==> config.mk <==
export PLATFORM = sky130hd
export DESIGN_NAME = adc_scan_block_averager
export DESIGN_NICKNAME = d
export VERILOG_FILES = /design/src/hw/rtl/abavg_pkg.sv /design/src/hw/rtl/adc_scan_block_averager.sv /design/src/hw/rtl/abavg_dp.sv /design/src/hw/rtl/abavg_ctrl.sv
export VERILOG_INCLUDE_DIRS = /design/src /design/src/hw/rtl
export SDC_FILE = /design/constraint.sdc
export NUM_CORES = 1
export LEC_CHECK = 0
export BUFFER_PORTS_ARGS = -buffer_cell sky130_fd_sc_hd__buf_4
export CORE_ASPECT_RATIO = 2
export CORE_MARGIN = 1.5
export CORE_UTILIZATION = 29
export CTS_CLUSTER_DIAMETER = 60
export CTS_CLUSTER_SIZE = 8
export DETAILED_ROUTE_END_ITERATION = 8
export PLACE_DENSITY = 0.48
export SYNTH_ARGS = -nofsm -noshare
export SYNTH_HDL_FRONTEND = slang
export SYNTH_SLANG_ARGS = --single-unit
export TNS_END_PERCENT = 100
==> constraint.sdc <==
create_clock -name clk_i -period 7.5 [get_ports clk_i]
set_clock_uncertainty 0.15 [all_clocks]
set_input_delay 0.75 -clock clk_i [delete_from_list [all_inputs] [get_ports clk_i]]
set_output_delay 0.75 -clock clk_i [all_outputs]
set_load 0.01 [all_outputs]
==> src/hw/rtl/adc_scan_block_averager_macros.svh <==
// Assertion macros used by the scan averager top level.
`ifndef ADC_SCAN_BLOCK_AVERAGER_MACROS_SVH
`define ADC_SCAN_BLOCK_AVERAGER_MACROS_SVH

`ifndef SYNTHESIS
`define ABAVG_ASSERT(name, prop, msg) \
  name: assert property (@(posedge clk_i) disable iff (!rst_ni) prop) else $error(msg);
`define ABAVG_ASSERT_NEVER(name, cond, msg) \
  name: assert property (@(posedge clk_i) disable iff (!rst_ni) !(cond)) else $error(msg);
`else
`define ABAVG_ASSERT(name, prop, msg)
`define ABAVG_ASSERT_NEVER(name, cond, msg)
`endif

`endif

==> src/hw/rtl/abavg_pkg.sv <==
// Shared constants, types and command/status structs of the scan averager.
package abavg_pkg;

  localparam int NUM_SLOTS       = 5;
  localparam int SAMPLES_PER_AVG = 3;

  localparam int SAMPLE_W   = 12;
  localparam int SLOT_OUT_W = 3;

  localparam int DEPTH   = NUM_SLOTS * SAMPLES_PER_AVG;
  localparam int SLOT_W  = (NUM_SLOTS > 1) ? $clog2(NUM_SLOTS) : 1;
  localparam int ROUND_W = (SAMPLES_PER_AVG > 1) ? $clog2(SAMPLES_PER_AVG) : 1;
  localparam int ADDR_W  = (DEPTH > 1) ? $clog2(DEPTH) : 1;

  // The mean is taken as a multiply by a rounded-up reciprocal, which is exact
  // for every sum that fits in SUM_W bits.
  localparam int SUM_W   = $clog2(SAMPLES_PER_AVG * ((1 << SAMPLE_W) - 1) + 1);
  localparam int DIV_L   = $clog2(SAMPLES_PER_AVG);
  localparam int DIV_SH  = SUM_W + DIV_L;
  localparam int RECIP   = ((1 << DIV_SH) + SAMPLES_PER_AVG - 1) / SAMPLES_PER_AVG;
  localparam int RECIP_W = $clog2(RECIP + 1);
  localparam int PROD_W  = SUM_W + RECIP_W;

  typedef logic [SLOT_W-1:0]   slot_t;
  typedef logic [ROUND_W-1:0]  round_t;
  typedef logic [SAMPLE_W-1:0] sample_t;

  localparam slot_t  SLOT_LAST  = SLOT_W'(NUM_SLOTS - 1);
  localparam round_t ROUND_LAST = ROUND_W'(SAMPLES_PER_AVG - 1);

  typedef struct packed {
    logic   wr_en;
    logic   rd_en;
    logic   rd_first;
    slot_t  slot;
    round_t round;
    logic   mul_en;
    logic   ld_step;
    logic   ld_avg;
    slot_t  step_next_slot;
    logic   step_start;
    logic   step_busy;
    logic   last;
  } cmd_t;

  typedef struct packed {
    logic out_free;
  } sts_t;

endpackage

==> src/hw/rtl/adc_scan_block_averager.sv <==
// Top level of the round-robin scan sampler with per-slot block averaging.
//
//   channel  direction  handshake                payload
//   in       input      in_valid_i / in_stall_o  sample_i
//   out      output     out_valid_o / out_stall_i
//                       next_slot_o, start_next_o, scan_in_progress_o,
//                       average_valid_o, avg_slot_o, average_o, last_o
//
// A sample that does not close a block is written and its beat loaded into the
// output register on the accepting edge.
// The sample that closes a block starts a sequence that sums, divides and emits
// the average of each slot in turn, bounded by the single read port of the
// sample store and the shared reciprocal multiplier.
// The sample store has no reset and holds nothing meaningful until written.
// A stalled output holds off new input only once the output register is full.
`include "adc_scan_block_averager_macros.svh"

module adc_scan_block_averager (
  input  logic                             clk_i,
  input  logic                             rst_ni,
  input  logic                             in_valid_i,
  output logic                             in_stall_o,
  input  logic [abavg_pkg::SAMPLE_W-1:0]   sample_i,
  output logic                             out_valid_o,
  input  logic                             out_stall_i,
  output logic [abavg_pkg::SLOT_OUT_W-1:0] next_slot_o,
  output logic                             start_next_o,
  output logic                             scan_in_progress_o,
  output logic                             average_valid_o,
  output logic [abavg_pkg::SLOT_OUT_W-1:0] avg_slot_o,
  output logic [abavg_pkg::SAMPLE_W-1:0]   average_o,
  output logic                             last_o
);

  abavg_pkg::cmd_t cmd;
  abavg_pkg::sts_t sts;

  abavg_ctrl u_ctrl (
    .clk_i      (clk_i),
    .rst_ni     (rst_ni),
    .in_valid_i (in_valid_i),
    .in_stall_o (in_stall_o),
    .sts_i      (sts),
    .cmd_o      (cmd)
  );

  abavg_dp u_dp (
    .clk_i              (clk_i),
    .rst_ni             (rst_ni),
    .cmd_i              (cmd),
    .sts_o              (sts),
    .sample_i           (sample_i),
    .out_valid_o        (out_valid_o),
    .out_stall_i        (out_stall_i),
    .next_slot_o        (next_slot_o),
    .start_next_o       (start_next_o),
    .scan_in_progress_o (scan_in_progress_o),
    .average_valid_o    (average_valid_o),
    .avg_slot_o         (avg_slot_o),
    .average_o          (average_o),
    .last_o             (last_o)
  );

  `ABAVG_ASSERT(a_load_into_free_reg, (cmd.ld_step || cmd.ld_avg) |-> sts.out_free, "result loaded into a full output register")
  `ABAVG_ASSERT_NEVER(a_store_port_conflict, cmd.wr_en && cmd.rd_en, "store written and read in one cycle")
  `ABAVG_ASSERT(a_only_averages_continue, (out_valid_o && !last_o) |-> average_valid_o, "non-final beat without an average")

endmodule

==> src/hw/rtl/abavg_dp.sv <==
// Datapath of the scan averager: sample store, accumulator, divider and result register.
module abavg_dp (
  input  logic                                clk_i,
  input  logic                                rst_ni,
  input  abavg_pkg::cmd_t                     cmd_i,
  output abavg_pkg::sts_t                     sts_o,
  input  logic [abavg_pkg::SAMPLE_W-1:0]      sample_i,
  output logic                                out_valid_o,
  input  logic                                out_stall_i,
  output logic [abavg_pkg::SLOT_OUT_W-1:0]    next_slot_o,
  output logic                                start_next_o,
  output logic                                scan_in_progress_o,
  output logic                                average_valid_o,
  output logic [abavg_pkg::SLOT_OUT_W-1:0]    avg_slot_o,
  output logic [abavg_pkg::SAMPLE_W-1:0]      average_o,
  output logic                                last_o
);

  logic [abavg_pkg::ADDR_W-1:0]   addr;
  abavg_pkg::sample_t             mem_q [abavg_pkg::DEPTH];
  abavg_pkg::sample_t             rd_data_q;
  logic                           rd_vld_q;
  logic                           rd_first_q;
  logic [abavg_pkg::SUM_W-1:0]    acc_q;
  logic [abavg_pkg::SUM_W-1:0]    acc_d;
  logic [abavg_pkg::PROD_W-1:0]   prod_q;
  abavg_pkg::sample_t             avg;
  logic                           out_valid_q;
  logic [abavg_pkg::SLOT_OUT_W-1:0] next_slot_q;
  logic                           start_next_q;
  logic                           busy_q;
  logic                           avg_valid_q;
  logic [abavg_pkg::SLOT_OUT_W-1:0] avg_slot_q;
  abavg_pkg::sample_t             average_q;
  logic                           last_q;

  assign addr = abavg_pkg::ADDR_W'(abavg_pkg::ADDR_W'(cmd_i.slot) *
                                   abavg_pkg::ADDR_W'(abavg_pkg::SAMPLES_PER_AVG)) +
                abavg_pkg::ADDR_W'(cmd_i.round);

  always_ff @(posedge clk_i) begin
    if (cmd_i.wr_en) begin
      mem_q[addr] <= sample_i;
    end
    if (cmd_i.rd_en) begin
      rd_data_q <= mem_q[addr];
    end
  end

  assign acc_d = (rd_first_q ? '0 : acc_q) + abavg_pkg::SUM_W'(rd_data_q);
  assign avg   = abavg_pkg::SAMPLE_W'(prod_q >> abavg_pkg::DIV_SH);

  always_ff @(posedge clk_i or negedge rst_ni) begin
    if (!rst_ni) begin
      rd_vld_q    <= 1'b0;
      rd_first_q  <= 1'b0;
      out_valid_q <= 1'b0;
    end else begin
      rd_vld_q   <= cmd_i.rd_en;
      rd_first_q <= cmd_i.rd_first;
      if (cmd_i.ld_step || cmd_i.ld_avg) begin
        out_valid_q <= 1'b1;
      end else if (!out_stall_i) begin
        out_valid_q <= 1'b0;
      end
    end
  end

  always_ff @(posedge clk_i) begin
    if (rd_vld_q) begin
      acc_q <= acc_d;
    end
    if (cmd_i.mul_en) begin
      prod_q <= abavg_pkg::PROD_W'(acc_q) * abavg_pkg::PROD_W'(abavg_pkg::RECIP);
    end
    if (cmd_i.ld_step) begin
      next_slot_q  <= abavg_pkg::SLOT_OUT_W'(cmd_i.step_next_slot);
      start_next_q <= cmd_i.step_start;
      busy_q       <= cmd_i.step_busy;
      avg_valid_q  <= 1'b0;
      avg_slot_q   <= '0;
      average_q    <= '0;
      last_q       <= 1'b1;
    end else if (cmd_i.ld_avg) begin
      next_slot_q  <= '0;
      start_next_q <= 1'b0;
      busy_q       <= 1'b0;
      avg_valid_q  <= 1'b1;
      avg_slot_q   <= abavg_pkg::SLOT_OUT_W'(cmd_i.slot);
      average_q    <= avg;
      last_q       <= cmd_i.last;
    end
  end

  assign sts_o.out_free = !out_valid_q || !out_stall_i;

  assign out_valid_o        = out_valid_q;
  assign next_slot_o        = next_slot_q;
  assign start_next_o       = start_next_q;
  assign scan_in_progress_o = busy_q;
  assign average_valid_o    = avg_valid_q;
  assign avg_slot_o         = avg_slot_q;
  assign average_o          = average_q;
  assign last_o             = last_q;

endmodule

==> src/hw/rtl/abavg_ctrl.sv <==
// Controller of the scan averager: scan indices and the block-average sequencer.
module abavg_ctrl (
  input  logic            clk_i,
  input  logic            rst_ni,
  input  logic            in_valid_i,
  output logic            in_stall_o,
  input  abavg_pkg::sts_t sts_i,
  output abavg_pkg::cmd_t cmd_o
);

  typedef enum logic [4:0] {
    ST_IDLE  = 5'b00001,
    ST_SUM   = 5'b00010,
    ST_DRAIN = 5'b00100,
    ST_MUL   = 5'b01000,
    ST_EMIT  = 5'b10000
  } state_e;

  state_e                  state_q, state_d;
  abavg_pkg::slot_t        slot_q, slot_d;
  abavg_pkg::round_t       round_q, round_d;
  abavg_pkg::slot_t        avg_slot_q, avg_slot_d;
  abavg_pkg::round_t       tap_q, tap_d;
  logic                    accept;

  assign in_stall_o = !((state_q == ST_IDLE) && sts_i.out_free);
  assign accept     = in_valid_i && !in_stall_o;

  always_comb begin
    state_d    = state_q;
    slot_d     = slot_q;
    round_d    = round_q;
    avg_slot_d = avg_slot_q;
    tap_d      = tap_q;
    cmd_o       = '0;
    cmd_o.slot  = slot_q;
    cmd_o.round = round_q;
    case (state_q)
      ST_IDLE: begin
        if (accept) begin
          cmd_o.wr_en = 1'b1;
          if (slot_q != abavg_pkg::SLOT_LAST) begin
            slot_d               = slot_q + abavg_pkg::SLOT_W'(1);
            cmd_o.ld_step        = 1'b1;
            cmd_o.step_next_slot = slot_q + abavg_pkg::SLOT_W'(1);
            cmd_o.step_start     = 1'b1;
            cmd_o.step_busy      = 1'b1;
          end else begin
            slot_d = '0;
            if (round_q != abavg_pkg::ROUND_LAST) begin
              round_d         = round_q + abavg_pkg::ROUND_W'(1);
              cmd_o.ld_step   = 1'b1;
              cmd_o.step_busy = 1'b1;
            end else begin
              round_d    = '0;
              avg_slot_d = '0;
              tap_d      = '0;
              state_d    = ST_SUM;
            end
          end
        end
      end
      ST_SUM: begin
        cmd_o.rd_en    = 1'b1;
        cmd_o.rd_first = (tap_q == '0);
        cmd_o.slot     = avg_slot_q;
        cmd_o.round    = tap_q;
        if (tap_q == abavg_pkg::ROUND_LAST) begin
          state_d = ST_DRAIN;
        end else begin
          tap_d = tap_q + abavg_pkg::ROUND_W'(1);
        end
      end
      ST_DRAIN: begin
        state_d = ST_MUL;
      end
      ST_MUL: begin
        cmd_o.mul_en = 1'b1;
        state_d      = ST_EMIT;
      end
      ST_EMIT: begin
        cmd_o.slot = avg_slot_q;
        cmd_o.last = (avg_slot_q == abavg_pkg::SLOT_LAST);
        if (sts_i.out_free) begin
          cmd_o.ld_avg = 1'b1;
          if (avg_slot_q == abavg_pkg::SLOT_LAST) begin
            state_d = ST_IDLE;
          end else begin
            avg_slot_d = avg_slot_q + abavg_pkg::SLOT_W'(1);
            tap_d      = '0;
            state_d    = ST_SUM;
          end
        end
      end
      default: begin
        state_d = ST_IDLE;
      end
    endcase
  end

  always_ff @(posedge clk_i or negedge rst_ni) begin
    if (!rst_ni) begin
      state_q    <= ST_IDLE;
      slot_q     <= '0;
      round_q    <= '0;
      avg_slot_q <= '0;
      tap_q      <= '0;
    end else begin
      state_q    <= state_d;
      slot_q     <= slot_d;
      round_q    <= round_d;
      avg_slot_q <= avg_slot_d;
      tap_q      <= tap_d;
    end
  end

endmodule
After elaboration in Yosys (flattened, before gate mapping)
Memories as Yosys holds them, arrays and structs flattened. A register that Yosys moved wholly into a read port is not among the register bits.
Cells that the tools add are included.
{ "classes": {"addsub": 6, "eq_ne": 17, "muxes": 48, "n_mul": 2, "bitwise_logic": 1, "n_reduce_logical": 17} }
{ "ops": {"columns": ["operator", "n"], "rows": [
  ["5-bit two-way mux", 7],
  ["14-bit by 14-bit multiplier with 27-bit output (second input constant)", 1],
  ["3-bit two-way mux", 9],
  ["5-bit one-hot mux with 5 select lines", 1],
  ["2-bit two-way mux", 10],
  ["1-bit two-way mux", 17],
  ["14-bit by 12-bit adder with 14-bit output", 1],
  ["14-bit two-way mux", 1],
  ["2-bit != test (second input constant)", 5],
  ["2-bit by 1-bit != test with 1-bit output (second input constant)", 4],
  ["7-bit AND reduction", 1],
  ["3-bit by 1-bit adder with 3-bit output (second input constant)", 2],
  ["2-bit one-hot mux with 3 select lines", 1],
  ["3-bit one-hot mux with 2 select lines", 1],
  ["6-bit AND reduction", 1],
  ["5-bit by 1-bit == test with 1-bit output (second input constant)", 1],
  ["5-bit by 2-bit == test with 1-bit output (second input constant)", 1],
  ["5-bit by 3-bit == test with 1-bit output (second input constant)", 1],
  ["5-bit by 4-bit == test with 1-bit output (second input constant)", 1],
  ["5-bit == test (second input constant)", 1],
  ["5-bit AND reduction", 1],
  ["2-bit by 1-bit adder with 2-bit output (second input constant)", 2],
  ["4-bit by 2-bit adder with 4-bit output", 1],
  ["3-bit by 2-bit multiplier with 4-bit output (second input constant)", 1],
  ["other kinds (14)", 19]
]} }
{ "totals": {"out_inout_bits": 24, "word_cells": 109, "in_bits": 16, "ff_bits": 81, "ramBits": 180, "n_memories": 1} }
{ "mem_list": {"columns": ["memory", "depth", "word_bits", "read_ports", "rd_clocked_by_memory_dff", "write_ports", "line_no", "rtl"], "rows": [
  ["u_dp.mem_q", 15, 12, 1, 1, 1, "abavg_dp.sv:20", "abavg_pkg::sample_t mem_q [abavg_pkg::DEPTH];"]
]} }

Logic depth before layout (Yosys ltp)
Gate-level depths: netlist of run 1.
{ "depth": {"word_depth": 8, "mapped_depth": 17, "mapped_depth_nobuf": 17} }

Cells and area by module
A second synthesis of run 1 with hierarchy kept.
{ "unflattened": {"cells_unflattened": 965, "hier_area_um2": 13914.6} }
{ "modules_own_cells": {"columns": ["mod", "cells_per_inst", "n_inst", "area_per_inst_um2", "seq_area_each_um2"], "rows": [
  ["abavg_dp", 860, 1, 12936.2, 7111.8],
  ["abavg_ctrl", 105, 1, 978.4, 376.6]
]} }

Least setup slack after synthesis of run 1
Ideal clock, no wire load.
{ "synth_path": {"path_kind": "register to register", "from": "register u_dp.acc_q[8] (netlist bit)", "to": "register u_dp.prod_q[21] (netlist bit) (data pin)", "synth_period_minus_slack_ns": 5.429, "setup_time_ns": 0.260, "t_arrival_ns": 5.020, "t_required_ns": 7.090, "setup_slack_ns": 2.071, "stages_incl_launch_ff": 18, "n_path_buf": 0, "path_cell_list": "edfxtp_1 ha_1 ha_1 inv_1 fa_1 inv_1 fa_1 inv_1 fa_1 fa_1 inv_1 ha_1 nand4_1 o21bai_1 or4_4 a211o_1 a31o_1 xor2_1"} }
{ "synth_between": {"elab_chain_len": 1} }
{ "synth_lines": {"columns": ["item", "line_no", "rtl"], "rows": [
  ["start: declaration", "abavg_dp.sv:24", "logic [abavg_pkg::SUM_W-1:0] acc_q;"],
  ["start signal: assignment", "abavg_dp.sv:71", "acc_q <= acc_d;"],
  ["14-bit by 14-bit multiplier with 27-bit output", "abavg_dp.sv:74", "prod_q <= abavg_pkg::PROD_W'(acc_q) * abavg_pkg::PROD_W'(abavg_pkg::RECIP);"],
  ["end signal: assignment", "abavg_dp.sv:74", null],
  ["end: declaration", "abavg_dp.sv:26", "logic [abavg_pkg::PROD_W-1:0] prod_q;"]
]} }
No other way between the ends.
A chain may end at the register's enable or synchronous reset.

==> results.yml, run 1 <==
sta:
  finalCritPeriodShare_pct: 79.9
  rsz0062_at_grt: "no"
  final.setup.tns_ns: 0
  fin_crit_ns: 5.99
  tightestPinTransition_ns: 1.22
  setup_viol: 0
  finalMaxSlewViolations: 0
  max-slew-margin-rel_pct: 18.5
  hold_viol: 0
  max_freq_mhz: 167
detailed_routing:
  drt_first_pass_iters: 4
  routed_wl_um: 34400
  via_count: 7699
  drc: 0
  drt_iter0_drc: 264
  wire_per_inst_um: 20.6
  via_per_inst: 4.60
  final_antenna_net_count: 0
placement:
  hpwl_um: 26500
  place_congestion: 0.847
  port_buffers: 39
clock_tree:
  clk_path_buf_depth: 3
  cts_tree: "yes"
  clk_latency_ns: 0.54
  post_cts_buffers: 0
  postCtsHoldBufs: 1
  numCtsBuffers: 38
  clk_pin_slew_worst_paths_ns: 0.05
  cts_resized: 0
  numClockSinks: 258
  htree_levels: 2
  root_buffer: "clkbuf_16"
setup_path:
  critPathCaptureType: "register"
  crit_buf_inv: 1
  crit_family: "simple AND/OR/NAND/NOR gates"
  crit_arrival_ns: 5.98
  startpoint_type: "register"
  crit_required_ns: 7.49
  worstPathMaxFanout: 17
  cpPeakStageDelay_ns: 1.10
  slowest_stage: "fa_1"
  crit_type: "register to register"
  crit_chain: "nor3_1 > nand3b_1 > inv_1 > nor2_1 > o21ai_0 > fa_1 > ha_2 > fa_1 > nand3_1 > nor2_1"
die:
  core_area_sq_um: 46700
  ios: 40
  die_w_um: 157
  rows: 112
  dieArea_sq_um: 48700
  initial_core_util_pct: 29.4
  die_y_um: 311
yosys:
  synth_seq_cells: 258
  ys_seq_area_share_pct: 54.6
  ys_top_cells_by_area: "edfxtp_1, ha_1, fa_1"
  yosys_warnings: 0
  synth_top_area_share_pct: 48.8
  synth_edf_count: 223
  syn_area_sq_um: 13700
  postSynthNetCount: 1142
  synth_cells: 957
  synth_top_area_cell: "edfxtp_1"
  synth_cell_types: 67
  postSynth.asyncResetShare_pct: 6.98
  syn_avg_cell_area_sq_um: 14.3
  synth_ff_type: "edfxtp_1"
global_route:
  antenna_found_initial: 0
  grt_max_degree: 55
  grt.total_usage_pct: 14.7
  grt_pass1_vias: 8610
  gr-total-overflow: 0
  grt_pass1_wl_um: 51800
hold_path:
  hold_path.class: "register to register"
layout:
  layout_commonest_cell: "edfxtp_1"
  most-common-layout-cells: "edfxtp_1, inv_1, ha_1, fa_1, buf_4"
  nFillCells: 4537
  areaGrowthSynthToFinish_pct: 16.1
  final_nets: 1217
  num_antenna_cells: 0
  drive_gt1_share_pct: 15.6
job:
  max_cap_violations: 0
run_status:
  outcome: "completed"
-- kinds of logic after synthesis --
family,count (synthesis),synth area share [%]
muxes,64,8.92
AOI/OAI and AO/OA,126,6.11
adders and majority gates,169,18.6
and+or+nand+nor,151,5.32
buffers and inverters,159,4.50
DFF,258,54.6
xor gates and xnor gates,30,1.92
-- tightest hold or removal path, cell delays in order (launching register included) --
cell,delay [ns]
dfxtp_1,0.31
inv_1,0.05
a21oi_1,0.05
-- layout make-up --
class	instances	area [sq um]	area share [%]
clock buffers	50	1020	6.39
clock inverters	4	42.5	0.267
inverters	140	526	3.30
multi-input cells	540	5650	35.5
flip-flops and latches	258	7490	47.0
well taps	627	785	4.93
repair buffers	54	408	2.56
-- worst paths after layout --
path | from | end | slack, ns | depth (start not counted)
max in group asynchronous | rst_ni | u_ctrl.state_q[0] | 6.46 | 2
worst min-delay path | u_dp.last_o | u_dp.last_o | 0.30 | 2
worst max register to register | u_ctrl.state_q[4] | u_dp.mem_q[5][11] | 1.51 | 10
min in group asynchronous | rst_ni | u_ctrl.avg_slot_q[2] | 0.48 | 2
worst max-delay path | u_ctrl.state_q[4] | u_dp.mem_q[5][11] | 1.51 | 10
worst min register to register | u_dp.last_o | u_dp.last_o | 0.30 | 2
-- synth_stat cells (2+ instances only) --
master	count
o22a_1	2
dfrtp_1	17
o31ai_1	2
clkbuf_1	9
nand4_1	5
nand3_1	9
xnor2_1	24
and2_1	3
nor2_1	42
ha_1	110
nor2_2	2
o311a_1	2
nand2b_1	4
a22o_1	16
mux2_2	3
fa_1	59
mux4_2	45
o21bai_1	3
o211ai_1	6
edfxtp_1	223
mux2i_1	15
a21oi_1	25
a21o_1	6
a31oi_1	3
nand3b_1	3
nor4_1	2
inv_1	140
and4_1	2
nand2_1	48
a311oi_1	2
a211oi_2	2
nor2b_1	9
xor2_1	6
o21ai_0	41
dfxtp_1	17
nor3_1	9
buf_2	7
and3_1	5
-- per-stage QoR --
stage / utilization, % / hold slack, ns / instance area [sq um] / instances / worst slack, ns
finish: 34.1 / 0.297 / 15900 / 1673 / 1.51
global route: 34.1 / 0.324 / 15900 / 1673 / 1.09
CTS: 34.1 / 0.301 / 15900 / 1673 / 1.39
detailed placement: 31.8 / 0.293 / 14900 / 1618 / 1.41
global placement: 31.8 / 0.291 / 14900 / 1618 / 1.62
floorplan: - / 0.292 / 13700 / 957 / 2.07
-- sequential cells by signal, summed over array words and instances (netlist names), 5 cells and up --
signal and flops:
u_dp.rd_data_q 12, u_dp.average_o 12, u_dp.acc_q 14, u_ctrl.state_q 5
u_dp.mem_q 180, u_dp.prod_q 12
-- metal layers --
layer	GRT usage [%]	up-vias	wire length (um)
li1	-	3626	-
met1	12.0	3867	10100
met2	30.8	125	21300
met3	2.06	81	772
met4	9.33	0	2220
met5	0	-	0
Power of run 1 is left out: the tool's default activity adds up to more than one toggle a clock period on the data nets, which glitch-free logic cannot reach.
==> run 2, diff against run 1 <==
clock period = 5.9 ns   (was 7.5 ns; I/O delays follow)
==> results.yml, run 2 (synthesis gave the netlist of run 1 again) <==
placement:
  hpwl_um: 26700
  place_congestion: 0.930
  port_buffers: 39
  pre_cts_slack_ns: 0.120
setup_path:
  crit_buf_inv: 4
  critPathCaptureType: "register"
  startpoint_type: "register"
  cpPeakStageDelay_ns: 0.56
  crit_chain: "ha_2 > inv_1 > fa_1 > fa_1 > inv_1 > fa_1 > inv_1 > fa_1 > inv_1 > ha_1 > ha_1 > nand4_1 > o21bai_1 > or4_4 > a211o_1 > a31o_1 > xor2_1"
  rrSetupSlack_ns: 0.22
  slowest_stage: "or4_4"
  crit_required_ns: 6.02
  cp_num_cells: 17
  reg2reg_depth: 17
  reg2reg_to: "u_dp.prod_q[21]"
  worstPathMaxFanout: 5
  reg2reg_from: "u_dp.acc_q[3]"
  crit_type: "register to register"
  crit_family: "adder cells"
  crit_arrival_ns: 5.79
layout:
  largest_reg_flops: 180
  areaGrowthSynthToFinish_pct: 17.2
  drive_gt1_share_pct: 17.7
  multi_input_area_sq_um: 5670
  nFillCells: 4514
  reg_top3: "u_dp.mem_q x180, u_dp.acc_q x14"
  regArea_sq_um: 7490
  most-common-layout-cells: "edfxtp_1, inv_1, ha_1, buf_4, fa_1"
  top_register: "u_dp.mem_q"
  final_nets: 1241
  layout_commonest_cell: "edfxtp_1"
  num_antenna_cells: 0
die:
  die_w_um: 157
  dieArea_sq_um: 48700
  die_y_um: 311
  ios: 40
  core_area_sq_um: 46700
  rows: 112
  initial_core_util_pct: 29.4
clock_tree:
  root_buffer: "clkbuf_16"
  numClockSinks: 258
  clk_path_buf_depth: 3
  clk_pin_slew_worst_paths_ns: 0.05
  htree_levels: 2
  clk_latency_ns: 0.52
  cts_tree: "yes"
  numCtsBuffers: 38
detailed_routing:
  wl_met3_um: 656
  drc: 0
  via_per_inst: 4.60
  routed_wl_um: 34300
  drt_first_pass_iters: 5
  via_count: 7788
  route.top_layer_used: "met4"
  wl_met2_um: 21400
  wl_met1_um: 10300
  wire_per_inst_um: 20.2
  drt_iter0_drc: 405
  final_antenna_net_count: 0
global_route:
  gr-total-overflow: 0
  grt.total_usage_pct: 14.4
  grt_max_degree: 27
  antenna_found_initial: 0
  grt_pass1_vias: 8552
  grt_pass1_wl_um: 50900
sta:
  fin_ws_ns: 0.223
  finalCritPeriodShare_pct: 96.2
  hold_viol: 0
  max_freq_mhz: 176
  setup_viol: 0
  fin_crit_ns: 5.68
  tightestPinTransition_ns: 0.951
  max-slew-margin-rel_pct: 35.7
  finalMaxSlewViolations: 0
  hold_slack_ns: 0.214
run_status:
  outcome: "completed"
hold_path:
  min-delay-start: "sample_i[0]"
  min_to: "u_dp.mem_q[8][0]"
  hold_path.class: "primary input to register"
  min_path_cells: 1
job:
  max_cap_violations: 0
## run 2: cell count changes in the layout (fill, tap and decap cells not counted), sizes merged
| cell | change |
|---|---|
| clkbuf | -4 |
| buf | +24 |
| inv | +1 |
| clkinvlp | +1 |
| clkinv | -3 |
## run 2: routing by layer
layer	global-route usage, %	vias up
met3	1.57	70
met5	0	-
met4	7.90	0
met2	30.7	111
met1	12.0	3937
li1	-	3670
## run 2: worst max path at each step
stage | from | endpoint | slack [ns]
global placement | u_dp.acc_q[3] | u_dp.prod_q[21] | 0.18
CTS | u_dp.acc_q[3] | u_dp.prod_q[26] | 0.15
finish | u_dp.acc_q[3] | u_dp.prod_q[21] | 0.22
global route | u_dp.acc_q[3] | u_dp.prod_q[24] | -0.001
floorplan | u_dp.acc_q[8] | u_dp.prod_q[21] | 0.47
detailed placement | u_dp.acc_q[3] | u_dp.prod_q[26] | 0.12
## run 2: metrics by stage
| stage | instances | TNS, ns | util (%) | area [sq um] |
|---|---|---|---|---|
| 5_1_grt | 1692 | -0.00148 | 34.5 | 16100 |
| 4_1_cts | 1690 | 0 | 34.4 | 16100 |
| 6_report | 1692 | 0 | 34.5 | 16100 |
| 2_1_floorplan | 957 | 0 | - | 13700 |
| 3_5_place_dp | 1640 | 0 | 32.2 | 15000 |
| 3_3_place_gp | 1640 | 0 | 32.2 | 15000 |
## run 2: what timing repair did
item                                   in CTS  in global routing
hold buffers                                1                  0
setup endpoints to repair                   0                  4
setup buffers                               0                  2
endpoints found under the hold margin      17                  0
resized for setup                           0                  5
## run 2: cell type report
type                       instances  share of cell area [%]
timing repair buffer              78                    3.66
inverter                         140                    3.27
clock buffer                      46                    6.10
sequential                       258                    46.6
multi-input combinational        540                    35.2
tap                              627                    4.88
clock inverter                     3                   0.288
Power of run 2 is left out for the same reason.
